$ cat config.mk
export PLATFORM = sky130hd
export DESIGN_NAME = ascii_gain_command_parser_unit_flat
export DESIGN_NICKNAME = d
export VERILOG_FILES = /design/src/agcp_pkg.sv /design/src/agcp_byte_if.sv /design/src/agcp_result_if.sv /design/src/ascii_gain_command_parser_unit.sv /design/src/flat_wrapper.sv
export SDC_FILE = /design/constraint.sdc
export NUM_CORES = 1
export LEC_CHECK = 0
export ABC_AREA = 1
export BUFFER_PORTS_ARGS = -buffer_cell sky130_fd_sc_hd__clkbuf_2
export CORE_MARGIN = 4
export CORE_UTILIZATION = 38
export DETAILED_ROUTE_END_ITERATION = 7
export PLACE_DENSITY = 0.53
export SYNTH_ARGS = -nofsm -noshare
export SYNTH_HDL_FRONTEND = slang
export SYNTH_SLANG_ARGS = --single-unit
export TNS_END_PERCENT = 50
$ cat constraint.sdc
create_clock -name clk_i -period 10 [get_ports clk_i]
set_input_delay 1 -clock clk_i [delete_from_list [all_inputs] [get_ports clk_i]]
set_output_delay 1 -clock clk_i [all_outputs]
set_load 0.01 [all_outputs]
$ cat src/agcp_pkg.sv
// agcp_pkg: shared codes, character constants and digit helpers of the
// ascii gain command parser; no dependencies
`default_nettype none

package agcp_pkg;

  localparam logic [7:0] CharEq    = 8'h3D;
  localparam logic [7:0] CharEnd   = 8'h21;
  localparam logic [7:0] CharMinus = 8'h2D;
  localparam logic [7:0] CharZero  = 8'd48;
  localparam logic [7:0] CharP     = 8'h50;
  localparam logic [7:0] CharI     = 8'h49;
  localparam logic [7:0] CharD     = 8'h44;
  localparam logic [7:0] CharOne   = 8'h31;
  localparam logic [7:0] CharTwo   = 8'h32;

  localparam int unsigned WinDepth = 6;
  localparam int unsigned CntW     = 3;   // value length saturates at 7, only 4..6 matter

  localparam logic RegMotorSelect = 1'b0; // paddr[2] of the motor select register

  typedef enum logic [2:0] {
    KeyNone = 3'd0,
    KeyP1   = 3'd1,
    KeyI1   = 3'd2,
    KeyD1   = 3'd3,
    KeyP2   = 3'd4,
    KeyI2   = 3'd5,
    KeyD2   = 3'd6
  } key_code_e;

  typedef enum logic [1:0] {
    GainNone  = 2'd0,
    GainProp  = 2'd1,
    GainInt   = 2'd2,
    GainDeriv = 2'd3
  } gain_sel_e;

  function automatic logic is_digit(input logic [7:0] c);
    return (c >= CharZero) && (c <= CharZero + 8'd9);
  endfunction

  function automatic logic [3:0] digit_val(input logic [7:0] c);
    logic [7:0] d;
    d = c - CharZero;
    return d[3:0];
  endfunction

  function automatic key_code_e key_decode(input logic [7:0] a, input logic [7:0] b);
    key_code_e k;
    k = KeyNone;
    if (b == CharOne) begin
      if (a == CharP) k = KeyP1;
      else if (a == CharI) k = KeyI1;
      else if (a == CharD) k = KeyD1;
    end else if (b == CharTwo) begin
      if (a == CharP) k = KeyP2;
      else if (a == CharI) k = KeyI2;
      else if (a == CharD) k = KeyD2;
    end
    return k;
  endfunction

endpackage

`default_nettype wire

$ cat src/agcp_byte_if.sv
// agcp_byte_if: valid/ready channel carrying one received character
// no dependencies
`default_nettype none

interface agcp_byte_if;
  logic       valid;
  logic       ready;
  logic [7:0] rx_byte;

  modport source (output valid, output rx_byte, input ready);
  modport sink   (input valid, input rx_byte, output ready);
endinterface

`default_nettype wire

$ cat src/agcp_result_if.sv
// agcp_result_if: valid/ready channel carrying one parsed command result
// no dependencies
`default_nettype none

interface agcp_result_if;
  logic               valid;
  logic               ready;
  logic [2:0]         key_code;
  logic signed [17:0] value_hundredths;
  logic [1:0]         gain_written;
  logic [7:0]         proportional_gain;
  logic [7:0]         integral_gain;
  logic [7:0]         derivative_gain;
  logic               frame_error;

  modport source (output valid, output key_code, output value_hundredths,
                  output gain_written, output proportional_gain,
                  output integral_gain, output derivative_gain,
                  output frame_error, input ready);
  modport sink   (input valid, input key_code, input value_hundredths,
                  input gain_written, input proportional_gain,
                  input integral_gain, input derivative_gain,
                  input frame_error, output ready);
endinterface

`default_nettype wire

$ cat src/ascii_gain_command_parser_unit.sv
// ascii_gain_command_parser_unit: top level, parses key=value! commands
// and keeps the speed loop gains; uses agcp_pkg, agcp_byte_if, agcp_result_if
//
//   channel  | dir | word                              | handshake
//   ---------+-----+-----------------------------------+-----------
//   rx_i     | in  | one received character            | valid/ready
//   res_o    | out | key, value, gains, error per '!'  | valid/ready
//   apb      | in  | motor select register (addr 0)    | psel/penable
//
// one character a cycle while no '!' stalls: a byte is held in the input register, then
// the frame state and, on '!', the result register are updated from it
// an accepted '!' passes the input register, then the result register, to its word
// reset clears frame state and gains, motor select comes up as 1
// only a '!' waits on a full result register; other bytes pass regardless
`default_nettype none

module ascii_gain_command_parser_unit import agcp_pkg::*; #(
  parameter int unsigned MAX_FRAME = 256
) (
  input  wire logic        clk_i,
  input  wire logic        rst_ni,
  agcp_byte_if.sink        rx_i,
  agcp_result_if.source    res_o,
  input  wire logic        psel,
  input  wire logic        penable,
  input  wire logic        pwrite,
  input  wire logic [2:0]  paddr,
  input  wire logic [31:0] pwdata,
  output logic      [31:0] prdata,
  output logic             pready
);

  localparam int unsigned PosW = $clog2(MAX_FRAME + 1);

  // configuration
  logic motor_q;

  assign pready = 1'b1;
  assign prdata = (paddr[2] == RegMotorSelect) ? {31'd0, motor_q} : 32'd0;

  always_ff @(posedge clk_i or negedge rst_ni) begin
    if (!rst_ni) begin
      motor_q <= 1'b1;
    end else if (psel && penable && pwrite && (paddr[2] == RegMotorSelect)) begin
      motor_q <= pwdata[0];
    end
  end

  // input register
  logic       in_valid_q;
  logic [7:0] in_byte_q;
  logic       in_is_end;
  logic       in_go;

  assign in_is_end = (in_byte_q == CharEnd);
  assign in_go     = in_valid_q && (!in_is_end || !res_o.valid || res_o.ready);
  assign rx_i.ready = !in_valid_q || in_go;

  always_ff @(posedge clk_i or negedge rst_ni) begin
    if (!rst_ni) begin
      in_valid_q <= 1'b0;
    end else if (rx_i.ready) begin
      in_valid_q <= rx_i.valid;
    end
  end

  always_ff @(posedge clk_i) begin
    if (rx_i.valid && rx_i.ready) begin
      in_byte_q <= rx_i.rx_byte;
    end
  end

  // frame state
  logic [7:0]      key_q [2];
  logic [PosW-1:0] pos_q;
  logic            seen_q;
  logic            neg_q;
  logic [CntW-1:0] cnt_q;
  logic [7:0]      win_q [WinDepth];
  logic            over_q;
  logic [7:0]      gain_q [3];

  always_ff @(posedge clk_i or negedge rst_ni) begin
    if (!rst_ni) begin
      key_q  <= '{default: '0};
      pos_q  <= '0;
      seen_q <= 1'b0;
      neg_q  <= 1'b0;
      cnt_q  <= '0;
      win_q  <= '{default: '0};
      over_q <= 1'b0;
    end else if (in_go) begin
      if (in_is_end) begin
        key_q  <= '{default: '0};
        pos_q  <= '0;
        seen_q <= 1'b0;
        neg_q  <= 1'b0;
        cnt_q  <= '0;
        win_q  <= '{default: '0};
        over_q <= 1'b0;
      end else if (pos_q >= PosW'(MAX_FRAME)) begin
        over_q <= 1'b1;
      end else begin
        if (pos_q < PosW'(2)) begin
          key_q[pos_q[0]] <= in_byte_q;
        end
        pos_q <= pos_q + PosW'(1);
        if (in_byte_q == CharEq) begin
          seen_q <= 1'b1;
          neg_q  <= 1'b0;
          cnt_q  <= '0;
          win_q  <= '{default: '0};
        end else if (seen_q) begin
          if (in_byte_q == CharMinus && cnt_q == '0 && !neg_q) begin
            neg_q <= 1'b1;
          end else begin
            for (int i = 0; i < WinDepth - 1; i++) begin
              win_q[i] <= win_q[i+1];
            end
            win_q[WinDepth-1] <= in_byte_q;
            if (cnt_q != '1) cnt_q <= cnt_q + CntW'(1);
          end
        end
      end
    end
  end

  // value decode: win_q[5] newest, [4] tenths, [3] point, [2..0] integer digits
  logic               len_ok;
  logic               dig_err;
  logic               err;
  logic [3:0]         e0, e1;
  logic [9:0]         ip;
  logic [16:0]        mag;
  logic               val_ok;
  logic [9:0]         ip_used;
  logic [16:0]        mag_used;
  logic signed [17:0] val;
  key_code_e          key;
  logic               wr_en;
  logic [7:0]         g_new;
  gain_sel_e          written;

  always_comb begin
    len_ok  = (cnt_q == CntW'(4)) || (cnt_q == CntW'(5)) || (cnt_q == CntW'(6));
    dig_err = !is_digit(win_q[5]) || !is_digit(win_q[4]) || !is_digit(win_q[2])
              || ((cnt_q != CntW'(4)) && !is_digit(win_q[1]))
              || ((cnt_q == CntW'(6)) && !is_digit(win_q[0]));
    err     = over_q || !seen_q || (len_ok && dig_err);
    e0      = (cnt_q == CntW'(6)) ? digit_val(win_q[0]) : 4'd0;
    e1      = (cnt_q != CntW'(4)) ? digit_val(win_q[1]) : 4'd0;
    ip      = 10'(e0) * 10'd100 + 10'(e1) * 10'd10 + 10'(digit_val(win_q[2]));
    mag     = 17'(ip) * 17'd100 + 17'(digit_val(win_q[4])) * 17'd10
              + 17'(digit_val(win_q[5]));
    val_ok   = !err && len_ok;
    ip_used  = val_ok ? ip : 10'd0;
    mag_used = val_ok ? mag : 17'd0;
    val      = neg_q ? -$signed({1'b0, mag_used}) : $signed({1'b0, mag_used});
    key      = key_decode(key_q[0], key_q[1]);
    wr_en    = !err && motor_q
               && (key == KeyP1 || key == KeyI1 || key == KeyD1);
    // negatives clamp to 0, integer parts above 255 to 255
    if (neg_q) g_new = 8'd0;
    else if (ip_used > 10'd255) g_new = 8'd255;
    else g_new = ip_used[7:0];
    case (key)
      KeyP1:   written = wr_en ? GainProp : GainNone;
      KeyI1:   written = wr_en ? GainInt : GainNone;
      KeyD1:   written = wr_en ? GainDeriv : GainNone;
      default: written = GainNone;
    endcase
  end

  always_ff @(posedge clk_i or negedge rst_ni) begin
    if (!rst_ni) begin
      gain_q <= '{default: '0};
    end else if (in_go && in_is_end && wr_en) begin
      case (written)
        GainProp:  gain_q[0] <= g_new;
        GainInt:   gain_q[1] <= g_new;
        GainDeriv: gain_q[2] <= g_new;
        default:   ;
      endcase
    end
  end

  // result register; gains only change when a result loads, so they drive
  // the port straight from the gain store
  logic               res_valid_q;
  logic [2:0]         res_key_q;
  logic signed [17:0] res_val_q;
  logic [1:0]         res_written_q;
  logic               res_err_q;

  always_ff @(posedge clk_i or negedge rst_ni) begin
    if (!rst_ni) begin
      res_valid_q <= 1'b0;
    end else if (in_go && in_is_end) begin
      res_valid_q <= 1'b1;
    end else if (res_o.ready) begin
      res_valid_q <= 1'b0;
    end
  end

  always_ff @(posedge clk_i) begin
    if (in_go && in_is_end) begin
      res_key_q     <= key;
      res_val_q     <= val;
      res_written_q <= written;
      res_err_q     <= err;
    end
  end

  assign res_o.valid             = res_valid_q;
  assign res_o.key_code          = res_key_q;
  assign res_o.value_hundredths  = res_val_q;
  assign res_o.gain_written      = res_written_q;
  assign res_o.proportional_gain = gain_q[0];
  assign res_o.integral_gain     = gain_q[1];
  assign res_o.derivative_gain   = gain_q[2];
  assign res_o.frame_error       = res_err_q;

endmodule

`default_nettype wire
$ cat src/flat_wrapper.sv
// flat-port wrapper written by rule: the top's interface ports become plain ports
module ascii_gain_command_parser_unit_flat import agcp_pkg::*;
#(
  parameter int unsigned MAX_FRAME = 256
)
  (clk_i, rst_ni, psel, penable, pwrite, paddr, pwdata, prdata, pready, rx_i_valid, rx_i_rx_byte, rx_i_ready, res_o_valid, res_o_key_code, res_o_value_hundredths, res_o_gain_written, res_o_proportional_gain, res_o_integral_gain, res_o_derivative_gain, res_o_frame_error, res_o_ready);
  agcp_byte_if rx_i_i ();
  agcp_result_if res_o_i ();
  input  wire logic clk_i;
  input  wire logic rst_ni;
  input  wire logic psel;
  input  wire logic penable;
  input  wire logic pwrite;
  input  wire logic [2:0] paddr;
  input  wire logic [31:0] pwdata;
  output logic      [31:0] prdata;
  output logic pready;
  input wire logic [$bits(rx_i_i.valid)-1:0] rx_i_valid;
  input wire logic [$bits(rx_i_i.rx_byte)-1:0] rx_i_rx_byte;
  output wire logic [$bits(rx_i_i.ready)-1:0] rx_i_ready;
  output wire logic [$bits(res_o_i.valid)-1:0] res_o_valid;
  output wire logic [$bits(res_o_i.key_code)-1:0] res_o_key_code;
  output wire logic [$bits(res_o_i.value_hundredths)-1:0] res_o_value_hundredths;
  output wire logic [$bits(res_o_i.gain_written)-1:0] res_o_gain_written;
  output wire logic [$bits(res_o_i.proportional_gain)-1:0] res_o_proportional_gain;
  output wire logic [$bits(res_o_i.integral_gain)-1:0] res_o_integral_gain;
  output wire logic [$bits(res_o_i.derivative_gain)-1:0] res_o_derivative_gain;
  output wire logic [$bits(res_o_i.frame_error)-1:0] res_o_frame_error;
  input wire logic [$bits(res_o_i.ready)-1:0] res_o_ready;
  assign rx_i_i.valid = rx_i_valid;
  assign rx_i_i.rx_byte = rx_i_rx_byte;
  assign rx_i_ready = rx_i_i.ready;
  assign res_o_valid = res_o_i.valid;
  assign res_o_key_code = res_o_i.key_code;
  assign res_o_value_hundredths = res_o_i.value_hundredths;
  assign res_o_gain_written = res_o_i.gain_written;
  assign res_o_proportional_gain = res_o_i.proportional_gain;
  assign res_o_integral_gain = res_o_i.integral_gain;
  assign res_o_derivative_gain = res_o_i.derivative_gain;
  assign res_o_frame_error = res_o_i.frame_error;
  assign res_o_i.ready = res_o_ready;
  ascii_gain_command_parser_unit #(.MAX_FRAME(MAX_FRAME)) u_core (.clk_i(clk_i), .rst_ni(rst_ni), .rx_i(rx_i_i), .res_o(res_o_i), .psel(psel), .penable(penable), .pwrite(pwrite), .paddr(paddr), .pwdata(pwdata), .prdata(prdata), .pready(pready));
endmodule
# After elaboration in Yosys (flattened, before gate mapping)

Cells that the tools add are included.

$add $sub $neg: 12
Multipliers: 4
Divide/modulo/power cells: 0
$lt $le $gt $ge: 15
Equal/unequal tests: 21
Shift operators: 0
Mux-type cells: 51
Bitwise gates (word level): 2
Reduce and logical (&&, ||, !) cells: 63

Operators with widths:

| operator                | count |
|---|---|
| $mux W48                | 5 |
| $mux W16                | 3 |
| $eq A8 B6 Y1 const B    | 5 |
| $ge A8 B6 Y1 const B    | 5 |
| $le A8 B6 Y1 const B    | 5 |
| $mux W3                 | 13 |
| $mux W17                | 2 |
| $eq A8 B7 Y1 const B    | 3 |
| $mux W8                 | 3 |
| $logic_and A1 B1 Y1     | 21 |
| $sub A4 B1 Y4 const B   | 5 |
| $mux W9                 | 2 |
| $neg A17 Y18            | 1 |
| $add A17 B4 Y17         | 1 |
| $add A17 B8 Y17         | 1 |
| $bwmux W16              | 1 |
| $mul A10 B5 Y15 const B | 1 |
| $mul A4 B3 Y7 const B   | 2 |
| $mux W1                 | 14 |
| $logic_or A1 B1 Y1      | 13 |
| $logic_not A1 Y1        | 11 |
| $add A10 B4 Y10         | 1 |
| $add A10 B8 Y10         | 1 |
| $gt A10 B8 Y1 const B   | 1 |
| 29 further kinds        | 48 |

Register bits after elaboration: 138
Latch bits: 0
Memory bits (writable): 0
Memory bits (read-only): 0
Input bits: 50
Output and inout bits: 83
Word-level logic and storage cells: 193
Memories kept: 0

# Logic depth before layout (Yosys ltp)

Gate-level depths: netlist (run 1).

Depth in word-level cells: 16
Gate-level depth with buffers: 39

# Least setup slack after synthesis (run 1)

No wires, ideal clock.

Path kind: register to register
From: reg u_core.cnt_q[0]
To: reg u_core.res_val_q[16], in the netlist u_core.res_o.value_hundredths[16] (data pin)
Library setup time: 0.253 ns
Data arrival time: 5.933 ns
Path slack: 3.815 ns
Stages on the path, launching flop included: 37
Path buffers: 1
Cell sequence: dfrtp_1 inv_1 ha_1 nand2_1 inv_1 nor2_1 ha_1 ha_1 fa_1 ha_1 ha_1 clkbuf_1 a21o_1 a31oi_1 xor2_1 ha_1 ha_1 inv_1 fa_1 inv_1 ha_1 nand2_1 inv_1 a21oi_1 nand2_1 nand2_1 nand2_1 inv_1 nand2_1 nor2_1 nor2_1 nand2_1 nand2_1 nor2_1 nand3_1 nand3_1 nand2_1

Cells in the longest elaborated chain, start to end: 11
Elaborated cells on any way between the ends: 26
Classes of those cells: add/sub (5); mul (3); eq/ne (4); mux (4); reduce/logical (10)

Ends and longest elaborated chain:

| element                                                | line                                                                         | source |
|---|---|---|
| start: declaration                                     | ascii_gain_command_parser_unit.sv:78                                         | `logic [CntW-1:0] cnt_q;` |
| start signal: assignment                               | ascii_gain_command_parser_unit.sv:121                                        | `if (cnt_q != '1) cnt_q <= cnt_q + CntW'(1);` |
| $eq A3 B3 Y1 or $ne A3 B3 Y1 (tied branches)           | n/a                                                                          |  |
| $mux W4, or another cell as far along                  | ascii_gain_command_parser_unit.sv:150                                        | `e0 = (cnt_q == CntW'(6)) ? digit_val(win_q[0]) : 4'd0;` |
| $mul A4 B5 Y8, or another cell as far along            | ascii_gain_command_parser_unit.sv:152                                        | `ip = 10'(e0) * 10'd100 + 10'(e1) * 10'd10 + 10'(digit_val(win_q[2]));` |
| $add A10 B8 Y10 or $logic_or A1 B1 Y1 (tied branches)  | ascii_gain_command_parser_unit.sv:152, ascii_gain_command_parser_unit.sv:148 |  |
| $add A10 B4 Y10 or $logic_and A1 B1 Y1 (tied branches) | ascii_gain_command_parser_unit.sv:152, ascii_gain_command_parser_unit.sv:149 |  |
| $mul A10 B5 Y15 or $logic_or A1 B1 Y1 (tied branches)  | ascii_gain_command_parser_unit.sv:153, ascii_gain_command_parser_unit.sv:149 |  |
| $add A17 B8 Y17 or $logic_not A1 Y1 (tied branches)    | ascii_gain_command_parser_unit.sv:153, ascii_gain_command_parser_unit.sv:155 |  |
| $add A17 B4 Y17 or $logic_and A1 B1 Y1 (tied branches) | ascii_gain_command_parser_unit.sv:154, ascii_gain_command_parser_unit.sv:155 |  |
| $mux W17 (*)                                           | ascii_gain_command_parser_unit.sv:157                                        | `mag_used = val_ok ? mag : 17'd0;` |
| $neg A17 Y18                                           | ascii_gain_command_parser_unit.sv:158                                        | `val = neg_q ? -$signed({1'b0, mag_used}) : $signed({1'b0, mag_used});` |
| $mux W17 (*)                                           | ascii_gain_command_parser_unit.sv:158                                        |  |
| net u_core.val[16]                                     | ascii_gain_command_parser_unit.sv:138                                        | `logic signed [17:0] val;` |
| end signal: assignment                                 | ascii_gain_command_parser_unit.sv:208                                        | `res_val_q <= val;` |
| end: declaration                                       | ascii_gain_command_parser_unit.sv:191                                        | `logic signed [17:0] res_val_q;` |

Mark *: on every way through the listed nets, which the timed path passes. The rest lies on a longest branch.
A chain may end at the register's enable or synchronous reset.

# Worst setup path after layout (run 1)

From: reg u_core.cnt_q[1]
To: reg u_core.res_val_q[16], in the netlist u_core.res_o.value_hundredths[16] (data pin)

The elaborated chain is that of the path after synthesis.

==> results of run 1 <==
per-layer routing:
layer / up-vias / share of wire [%]
li1: 3672 / -
met1: 3314 / 48
met2: 87 / 49
met3: 12 / 2.8
met4: 0 / 0.61
met5: - / 0
kinds of logic (layout without fill, tap and decap cells):
group           after synthesis  count (layout)  synth area share (%)
compound gates              157             157                 9.668
xor+xnor                     24              24                 2.327
fa+ha+maj                    90              90                 13.63
buf+inv                     221             267                 11.36
flops                       138             138                 40.01
other cells                   2              32               0.08313
simple gates                470             470                 22.92
stage by stage:
step | cell area [um2] | hold WS [ps] | instances
final | 10120 | 479.3 | 1497
after global routing | 10120 | 513.4 | 1497
after CTS | 10120 | 488.3 | 1497
after detailed placement | 9500 | 471.4 | 1465
after global placement | 9500 | 467.3 | 1465
after floorplan | 9146 | 444.1 | 1132
path summary, 6_finish.rpt:
path / start / endpoint / slack [ps] / cells past startpoint
setup / recovery: u_core.cnt_q[1] / u_core.res_o.value_hundredths[16] / 3070 / 35
hold / removal: u_core.key_q[2] / u_core.key_q[2] / 480 / 2
setup reg to reg: u_core.cnt_q[1] / u_core.res_o.value_hundredths[16] / 3070 / 35
hold reg to reg: u_core.key_q[2] / u_core.key_q[2] / 480 / 2
max in group asynchronous: rst_ni / u_core.res_o.derivative_gain[2] / 8180 / 2
min in group asynchronous: rst_ni / u_core.pos_q[4] / 490 / 1
placed cells by master (no fill, tap or decap), types with 2 or more instances in the layout:
cell / n
nor3_2: 2
fa_1: 14
inv_6: 5
o31ai_1: 20
buf_4: 4
nor3_1: 9
xor2_1: 13
dfrtp_1: 105
conb_1: 32
nor2_1: 80
o21ai_0: 66
edfxtp_1: 32
nor4_1: 2
clkbuf_16: 18
clkbuf_2: 66
o21ai_1: 32
a31oi_1: 3
ha_1: 76
nand3_1: 82
a21oi_2: 2
a21oi_1: 25
nor2_2: 3
or2_2: 2
inv_8: 4
inv_2: 7
nand4_1: 20
bufinv_16: 2
o21ai_2: 2
nand3b_1: 5
o21bai_1: 3
clkinvlp_4: 2
nand2_1: 253
nand3_2: 5
xnor2_1: 11
inv_1: 156
registers in the layout, summed over array words and instances (netlist names):
register	flops
u_core.over_q	1
u_core.res_o.value_hundredths	18
u_core.cnt_q	3
u_core.seen_q	1
u_core.res_o.valid	1
u_core.res_o.key_code	3
u_core.key_q	16
u_core.res_o.proportional_gain	8
u_core.win_q	48
u_core.in_valid_q	1
u_core.res_o.integral_gain	8
u_core.res_o.frame_error	1
u_core.pos_q	9
u_core.neg_q	1
u_core.res_o.derivative_gain	8
u_core.res_o.gain_written	2
u_core.in_byte_q	8
u_core.motor_q	1
layout make-up:
| class | instances | share of cell area [%] |
|---|---|---|
| multi-input cells | 773 | 44.51 |
| flip-flops and latches | 138 | 35.71 |
| inverters | 165 | 6.130 |
| clock buffers | 18 | 4.449 |
| well taps | 319 | 3.943 |
| repair buffers | 70 | 3.560 |
| clock inverters | 14 | 1.706 |
critical path: cells and delay by family, from the launching register on:
family | cells | cell delay [ps]
buffers and inverters | 6 | 430
flip-flops | 1 | 400
XOR/XNOR | 1 | 460
AO/OA/AOI/OAI | 3 | 560
AND/OR/NAND/NOR | 15 | 1530
adder cells (fa/ha/maj) | 10 | 3310
==> metrics, run 1 <==
outcome=finished clean; Worst Slack Setup Final=3067 ps; drc violations=0; RSZ-0062 raised after global routing=false; crit path time final=6934 ps; num rows=56; drt first-iter violations=342; GRT Max-Usage Layer=met2; post-CTS setup buffers=0; met2 GRT Util=26.29%; GRT overflow=0; worst slew pin tran=1197 ps; drt pass-1 iters=5; crit-path max FO=7; CP Class=reg2reg; wirelength, routed=19500 um; core area=0.02340 mm2; critical path launch point type=flop; share of layout cells above drive strength 1=11.12%; CP max-delay cell=fa_1; M1 GR Usage=20.51%; number of synthesized flops with an enable pin=32; die width=162.2 um; Final Cycle Share=69.34%; CTS tree=done; dpl ws=3075 ps; cell taking the most area after synthesis=dfrtp_1; cts bufs inserted=17; top-count cell post-synth=nand2_1; max-slew violation count=0; # port buffers=67; setup_tns=0 ps; most common flop cell mapped by yosys=dfrtp_1; max incr delay on CP=500 ps; Cell variety after synth=47; Clk Latency, worst-skew pair=420 ps; Yosys top cell area share=29.09%; Hold Buf Count CTS=0; Total GRT Usage=15.45%; initial antenna violation count=0; first-pass GRT wire length=33170 um; Crit. End Element=flop; Worst-path clk slew=70 ps; IO Pins=133; storage element area=0.003615 mm2; met3 Use GR=2.943%; Final Util=43.26%; vias in the first global route=6828; highest clock rate=0.1442 GHz; Syn. warnings=0; endpoints failing setup=0; routability cong.=0.7903; DIE AREA=0.02630 mm2; Syn Inst Count=1102; Post-synth top cells=nand2_1 (253), inv_1 (156), dfrtp_1 (105); Seq/Total Area, Yosys=40.01%; multi-input combinational cell area=0.004506 mm2; routed length per instance=13.02 um; # resized after CTS=0; HPWL after DPL=14880 um; final hold violations=0; clk root buf=clkbuf_16; fraction of registers with async set/reset=76.81%; post-synthesis area per instance=8.198 um2; Die Y=162.2 um; largest net degree at the start of global routing=79; nets=1305; # diodes=0; Worst Path Arrival=7110 ps; MaxCap Viol Count=0; most used cell along the critical path=nand2_1; clock sink total=138; clk buf depth=2; Initial Utilization=38.60%; antenna-violating nets left=0; vias=7085; Synth Register Bits=138; worst hold path type=reg2reg; synth top area cells=dfrtp_1 (29%), edfxtp_1 (11%), ha_1 (11%); Worst Path Required=10180 ps; fillers=2461; Fin Clk Skew=13.53 ps; Post-Synthesis Cell Area=0.009034 mm2; Max H-tree Level=4; Slew HR=19.33%; Area growth syn-to-layout=12.06%; via-per-instance ratio=4.733
Power of run 1 is left out: the tool's default activity adds up to more than one toggle a clock period on the data nets, which glitch-free logic cannot reach.
==> run 2, diff against run 1 <==
Settings changed: ABC_AREA 1 to 0, PLACE_DENSITY 0.53 to 0.55.
Clock period 10 ns to 6 ns, I/O delays scaled along.
==> metrics, run 2 <==
HPWL after DPL=14900 um; nets=1211; crit-path max FO=7; CP max-delay cell=fa_1; Initial Utilization=38.50%; clock sink total=138; initial antenna violation count=0; vias in the first global route=6755; fraction of registers with async set/reset=76.81%; largest net degree at the start of global routing=62; core area=0.02257 mm2; drc violations=0; post-synthesis area per instance=9.539 um2; drt pass-1 iters=4; Clk Latency, worst-skew pair=430 ps; register with the most flip-flops=u_core.win_q; DIE AREA=0.02535 mm2; vias=6866; critical path launch point type=flop; multi-input combinational cell area=0.005315 mm2; # port buffers=67; die width=159.2 um; RR Startpoint=u_core.cnt_q[0]; GRT overflow=0; number of synthesized flops with an enable pin=32; share of layout cells above drive strength 1=29.34%; outcome=finished clean; Seq/Total Area, Yosys=41.60%; clk buf depth=2; highest clock rate=0.1673 GHz; Area growth syn-to-layout=29.10%; most common flop cell mapped by yosys=dfrtp_1; cell taking the most area after synthesis=dfrtp_1; Max H-tree Level=4; CTS tree=done; Fin Clk Skew=10.59 ps; IO Pins=133; Die Y=159.2 um; Post-Synthesis Cell Area=0.008690 mm2; max-slew violation count=0; top-count cell post-synth=nand2_1; Total GRT Usage=16.29%; FF-to-FF path depth=30; MaxCap Viol Count=0; hold_ws=190.8 ps; drt first-iter violations=257; Pwr per Cell Area=434.1 mW/mm2; Syn. warnings=0; Yosys top cell area share=30.24%; Synth Register Bits=138; # diodes=0; worst hold path type=in2async; crit path from=u_core.cnt_q[0]; Slew HR=37.07%; antenna-violating nets left=0; Cell variety after synth=69; via-per-instance ratio=5.015; Worst Path Arrival=6150 ps; first-pass GRT wire length=34240 um; CP Class=reg2reg; Final Cycle Share=99.65%; final hold violations=0; commonest non-fill, non-tap cell in the layout=nand2_1; max incr delay on CP=520 ps; Post-synth top cells=nand2_1 (151), dfrtp_1 (105), ha_1 (76); clk root buf=clkbuf_16; most frequent cells in the layout=nand2_1 (144), dfrtp_1 (105), buf_4 (101); crit path time final=5979 ps; storage element area=0.003615 mm2; fillers=2064; cts bufs inserted=17; routability cong.=0.7830; Worst Path Required=6170 ps; endpoints failing setup=0; Syn Inst Count=911; Final Util=49.70%; routed length per instance=15.08 um; max reg flops=48; num rows=55; wirelength, routed=20640 um; Pleak=0.005321 uW; synth top area cells=dfrtp_1 (30%), edfxtp_1 (11%), ha_1 (11%); most used cell along the critical path=ha_4; Worst VDD drop=0.0002462 V; Crit. End Element=flop; Worst-path clk slew=60 ps; worst slew pin tran=943.3 ps; RSZ-0062 raised after global routing=true
## run 2: where the power goes
part           switching [uW]  internal (uW)  total (uW)
Combinational            1250           1220        2470
Clock                     461            584        1040
Sequential                207           1150        1360
Total                    1920           2950        4870
## run 2: worst paths after layout
kind,end,slack [ps]
max,u_core.res_o.value_hundredths[16],20
min in group clk_i,u_core.in_byte_q[2],340
min,u_core.pos_q[5],190
max reg2reg,u_core.res_o.value_hundredths[16],20
max in group asynchronous,u_core.win_q[22],4580
min reg2reg,u_core.res_o.integral_gain[5],470
## run 2: logic make-up after synthesis
group / Yosys count / share of synthesized area (%)
mux: 11 / 1.425
fa+ha+maj: 90 / 14.17
buf+inv: 114 / 6.422
simple gates: 313 / 17.18
compound gates: 191 / 13.88
flops: 138 / 41.60
xor+xnor: 52 / 5.241
other cells: 2 / 0.08643
## run 2: area by class of cell
| cell class | count | share of cell area, % |
|---|---|---|
| inverter | 53 | 1.773 |
| multi-input combinational | 689 | 47.38 |
| timing repair buffer | 172 | 10.21 |
| sequential | 138 | 32.22 |
| clock buffer | 19 | 4.138 |
| clock inverter | 13 | 1.104 |
| tap | 285 | 3.179 |
## run 2: metal layers
| layer | routed length, um | vias up | track usage, % |
|---|---|---|---|
| met5 | 0 | - | 0 |
| met4 | 299 | 0 | 4.970 |
| met3 | 747 | 18 | 2.433 |
| met2 | 10080 | 101 | 27.24 |
| met1 | 9519 | 3300 | 21.97 |
| li1 | - | 3447 | - |
## run 2: per-stage QoR
stage | setup WS, ps | total power [uW] | std cells | setup TNS (ps) | cell area [um2]
finish | 20.95 | 4869 | 1369 | 0 | 11220
global route | -241.2 | 5288 | 1369 | -1165 | 11220
CTS | -74.41 | 4674 | 1355 | -107.3 | 10770
detailed placement | -327.9 | 3492 | 1311 | -1292 | 9888
global placement | -269.9 | 3464 | 1311 | -951.6 | 9888
floorplan | -84.74 | 2772 | 941 | -84.74 | 8947
## run 2: worst max-delay path: cells and delay by family, from the launching register on
family                     cells  cell delay [ps]
adders and majority gates      8             2510
AOI/OAI and AO/OA              3              430
buffers and inverters          7              550
xor gates and xnor gates       3              390
and+or+nand+nor                9             1460
DFF                            1              380
## run 2: what timing repair did
item                                    in CTS  in global routing
hold buffers                                 0                  0
setup buffers                               12                 14
gates cloned                                 0                  0
pin swaps                                   36                 57
gates resized for setup                     33                 64
endpoints found under the setup margin       6                  8
(Power assumes the default switching activity.)
==> run 3, diff against run 2 <==
Settings changed: PLACE_DENSITY 0.55 to 0.63.
==> metrics, run 3 (synthesis results as in run 2) <==
Worst-path clk slew=70 ps; wirelength, routed=20510 um; Pleak=0.005197 uW; most frequent cells in the layout=nand2_1 (147), dfrtp_1 (105), buf_4 (88); Worst Path Arrival=6370 ps; clk buf depth=2; cell family with most CP delay=adder cells; drc violations=0; first-pass GRT wire length=33280 um; initial antenna violation count=0; GRT overflow=0; failing checks=negative setup slack; core area=0.02257 mm2; Max H-tree Level=4; Die Y=159.2 um; worst hold path type=in2async; drt first-iter violations=301; # port buffers=67; outcome=finished, violations left; IO Pins=133; drt pass-1 iters=5; CP max-delay cell=fa_1; CP Class=reg2reg; Hold Buf Count CTS=0; Pwr per Cell Area=437.3 mW/mm2; fillers=2076; storage element area=0.003615 mm2; Fin Clk Skew=15.82 ps; endpoints failing setup=5; vias=6853; critical path launch point type=flop; nets=1193; multi-input combinational cell area=0.005204 mm2; max incr delay on CP=510 ps; max-slew violation count=0; routed length per instance=15.18 um; Total GRT Usage=15.95%; Worst VDD drop=0.0002386 V; dpl ws=-300.2 ps; crit path time final=6194 ps; num rows=55; worst path buffer plus inverter count=6; commonest non-fill, non-tap cell in the layout=nand2_1; Clk Latency, worst-skew pair=430 ps; Crit. End Element=flop; CTS tree=done; antenna-violating nets left=0; highest clock rate=0.1615 GHz; vias in the first global route=6642; Final Cycle Share=103.2%; Initial Utilization=38.50%; cts bufs inserted=17; crit-path max FO=6; HPWL after DPL=14750 um; Worst Slack Setup Final=-193.8 ps; clk root buf=clkbuf_16; Worst Path Required=6170 ps; register-to-register setup slack=-190 ps; Slew HR=41.56%; Final Util=48.50%; DIE AREA=0.02535 mm2; final hold violations=0; clock sink total=138; most used cell along the critical path=ha_4; Area growth syn-to-layout=25.99%; via-per-instance ratio=5.073; die width=159.2 um; max reg flops=48; register with the most flip-flops=u_core.win_q; RSZ-0062 raised after global routing=true; MaxCap Viol Count=0; largest net degree at the start of global routing=84; share of layout cells above drive strength 1=26.45%; routability cong.=0.7940; hold_ws=194.8 ps; # diodes=0; worst slew pin tran=874.8 ps
## run 3: cell types whose count changed in the layout (fill, tap and decap cells not counted), moves of 3 or more
cell / before / now
o21ai_1: 23 / 20
inv_2: 12 / 5
buf_4: 101 / 88
o21ai_0: 63 / 67
nand2_1: 144 / 147
xnor2_2: 8 / 5
ha_4: 27 / 24
nand2_2: 6 / 2
buf_6: 5 / 0
inv_1: 41 / 48
xnor2_1: 24 / 27
## run 3: what timing repair did
item	CTS	global route
setup buffers	12	3
setup endpoints to repair	5	7
pin swaps	31	26
resized for setup	35	31
## run 3: stage by stage
stage | std cells | total power, uW | cell area (um2) | setup TNS [ps]
6_report | 1351 | 4787 | 10950 | -412.3
5_1_grt | 1351 | 5170 | 10950 | -1875
4_1_cts | 1348 | 4629 | 10730 | -83.54
3_5_place_dp | 1304 | 3451 | 9828 | -956.1
3_3_place_gp | 1304 | 3400 | 9828 | -634.2
2_1_floorplan | 941 | 2772 | 8947 | -84.74
## run 3: routing by layer
| layer | share of wire, % | vias up | wire (um) | track usage [%] |
|---|---|---|---|---|
| li1 | - | 3397 | - | - |
| met1 | 46 | 3305 | 9423 | 21.26 |
| met2 | 49 | 124 | 9965 | 26.16 |
| met3 | 3.0 | 27 | 619 | 2.848 |
| met4 | 2.5 | 0 | 503 | 5.838 |
| met5 | 0 | - | 0 | 0 |
## run 3: where the power goes
group          internal [uW]  switching (uW)
clock network            586             461
logic                   1160            1220
registers               1150             206
## run 3: worst paths after layout
| kind | startpoint | end | cells past startpoint |
|---|---|---|---|
| setup / recovery | u_core.cnt_q[1] | u_core.res_o.value_hundredths[17] | 30 |
| hold / removal | rst_ni | u_core.key_q[14] | 1 |
| setup reg to reg | u_core.cnt_q[1] | u_core.res_o.value_hundredths[17] | 30 |
| hold reg to reg | u_core.res_o.integral_gain[7] | u_core.res_o.integral_gain[7] | 2 |
| max in group asynchronous | rst_ni | u_core.res_o.derivative_gain[1] | 2 |
| min in group clk_i | rx_i_rx_byte[0] | u_core.in_byte_q[0] | 1 |
## run 3: final cells by class
type                    count  share of cell area, %
multi-input cells         689                  47.53
flip-flops and latches    138                  33.02
repair buffers            154                  9.051
clock buffers              17                  3.886
well taps                 285                  3.257
inverters                  53                  1.817
clock inverters            15                  1.440
## run 3: worst reg2reg max path, delay by kind of cell (launching register included)
| family | cells | cell delay (ps) |
|---|---|---|
| adders and majority gates | 8 | 2600 |
| DFF | 1 | 380 |
| AOI/OAI and AO/OA | 5 | 730 |
| and+or+nand+nor | 11 | 1710 |
| buffers and inverters | 6 | 520 |
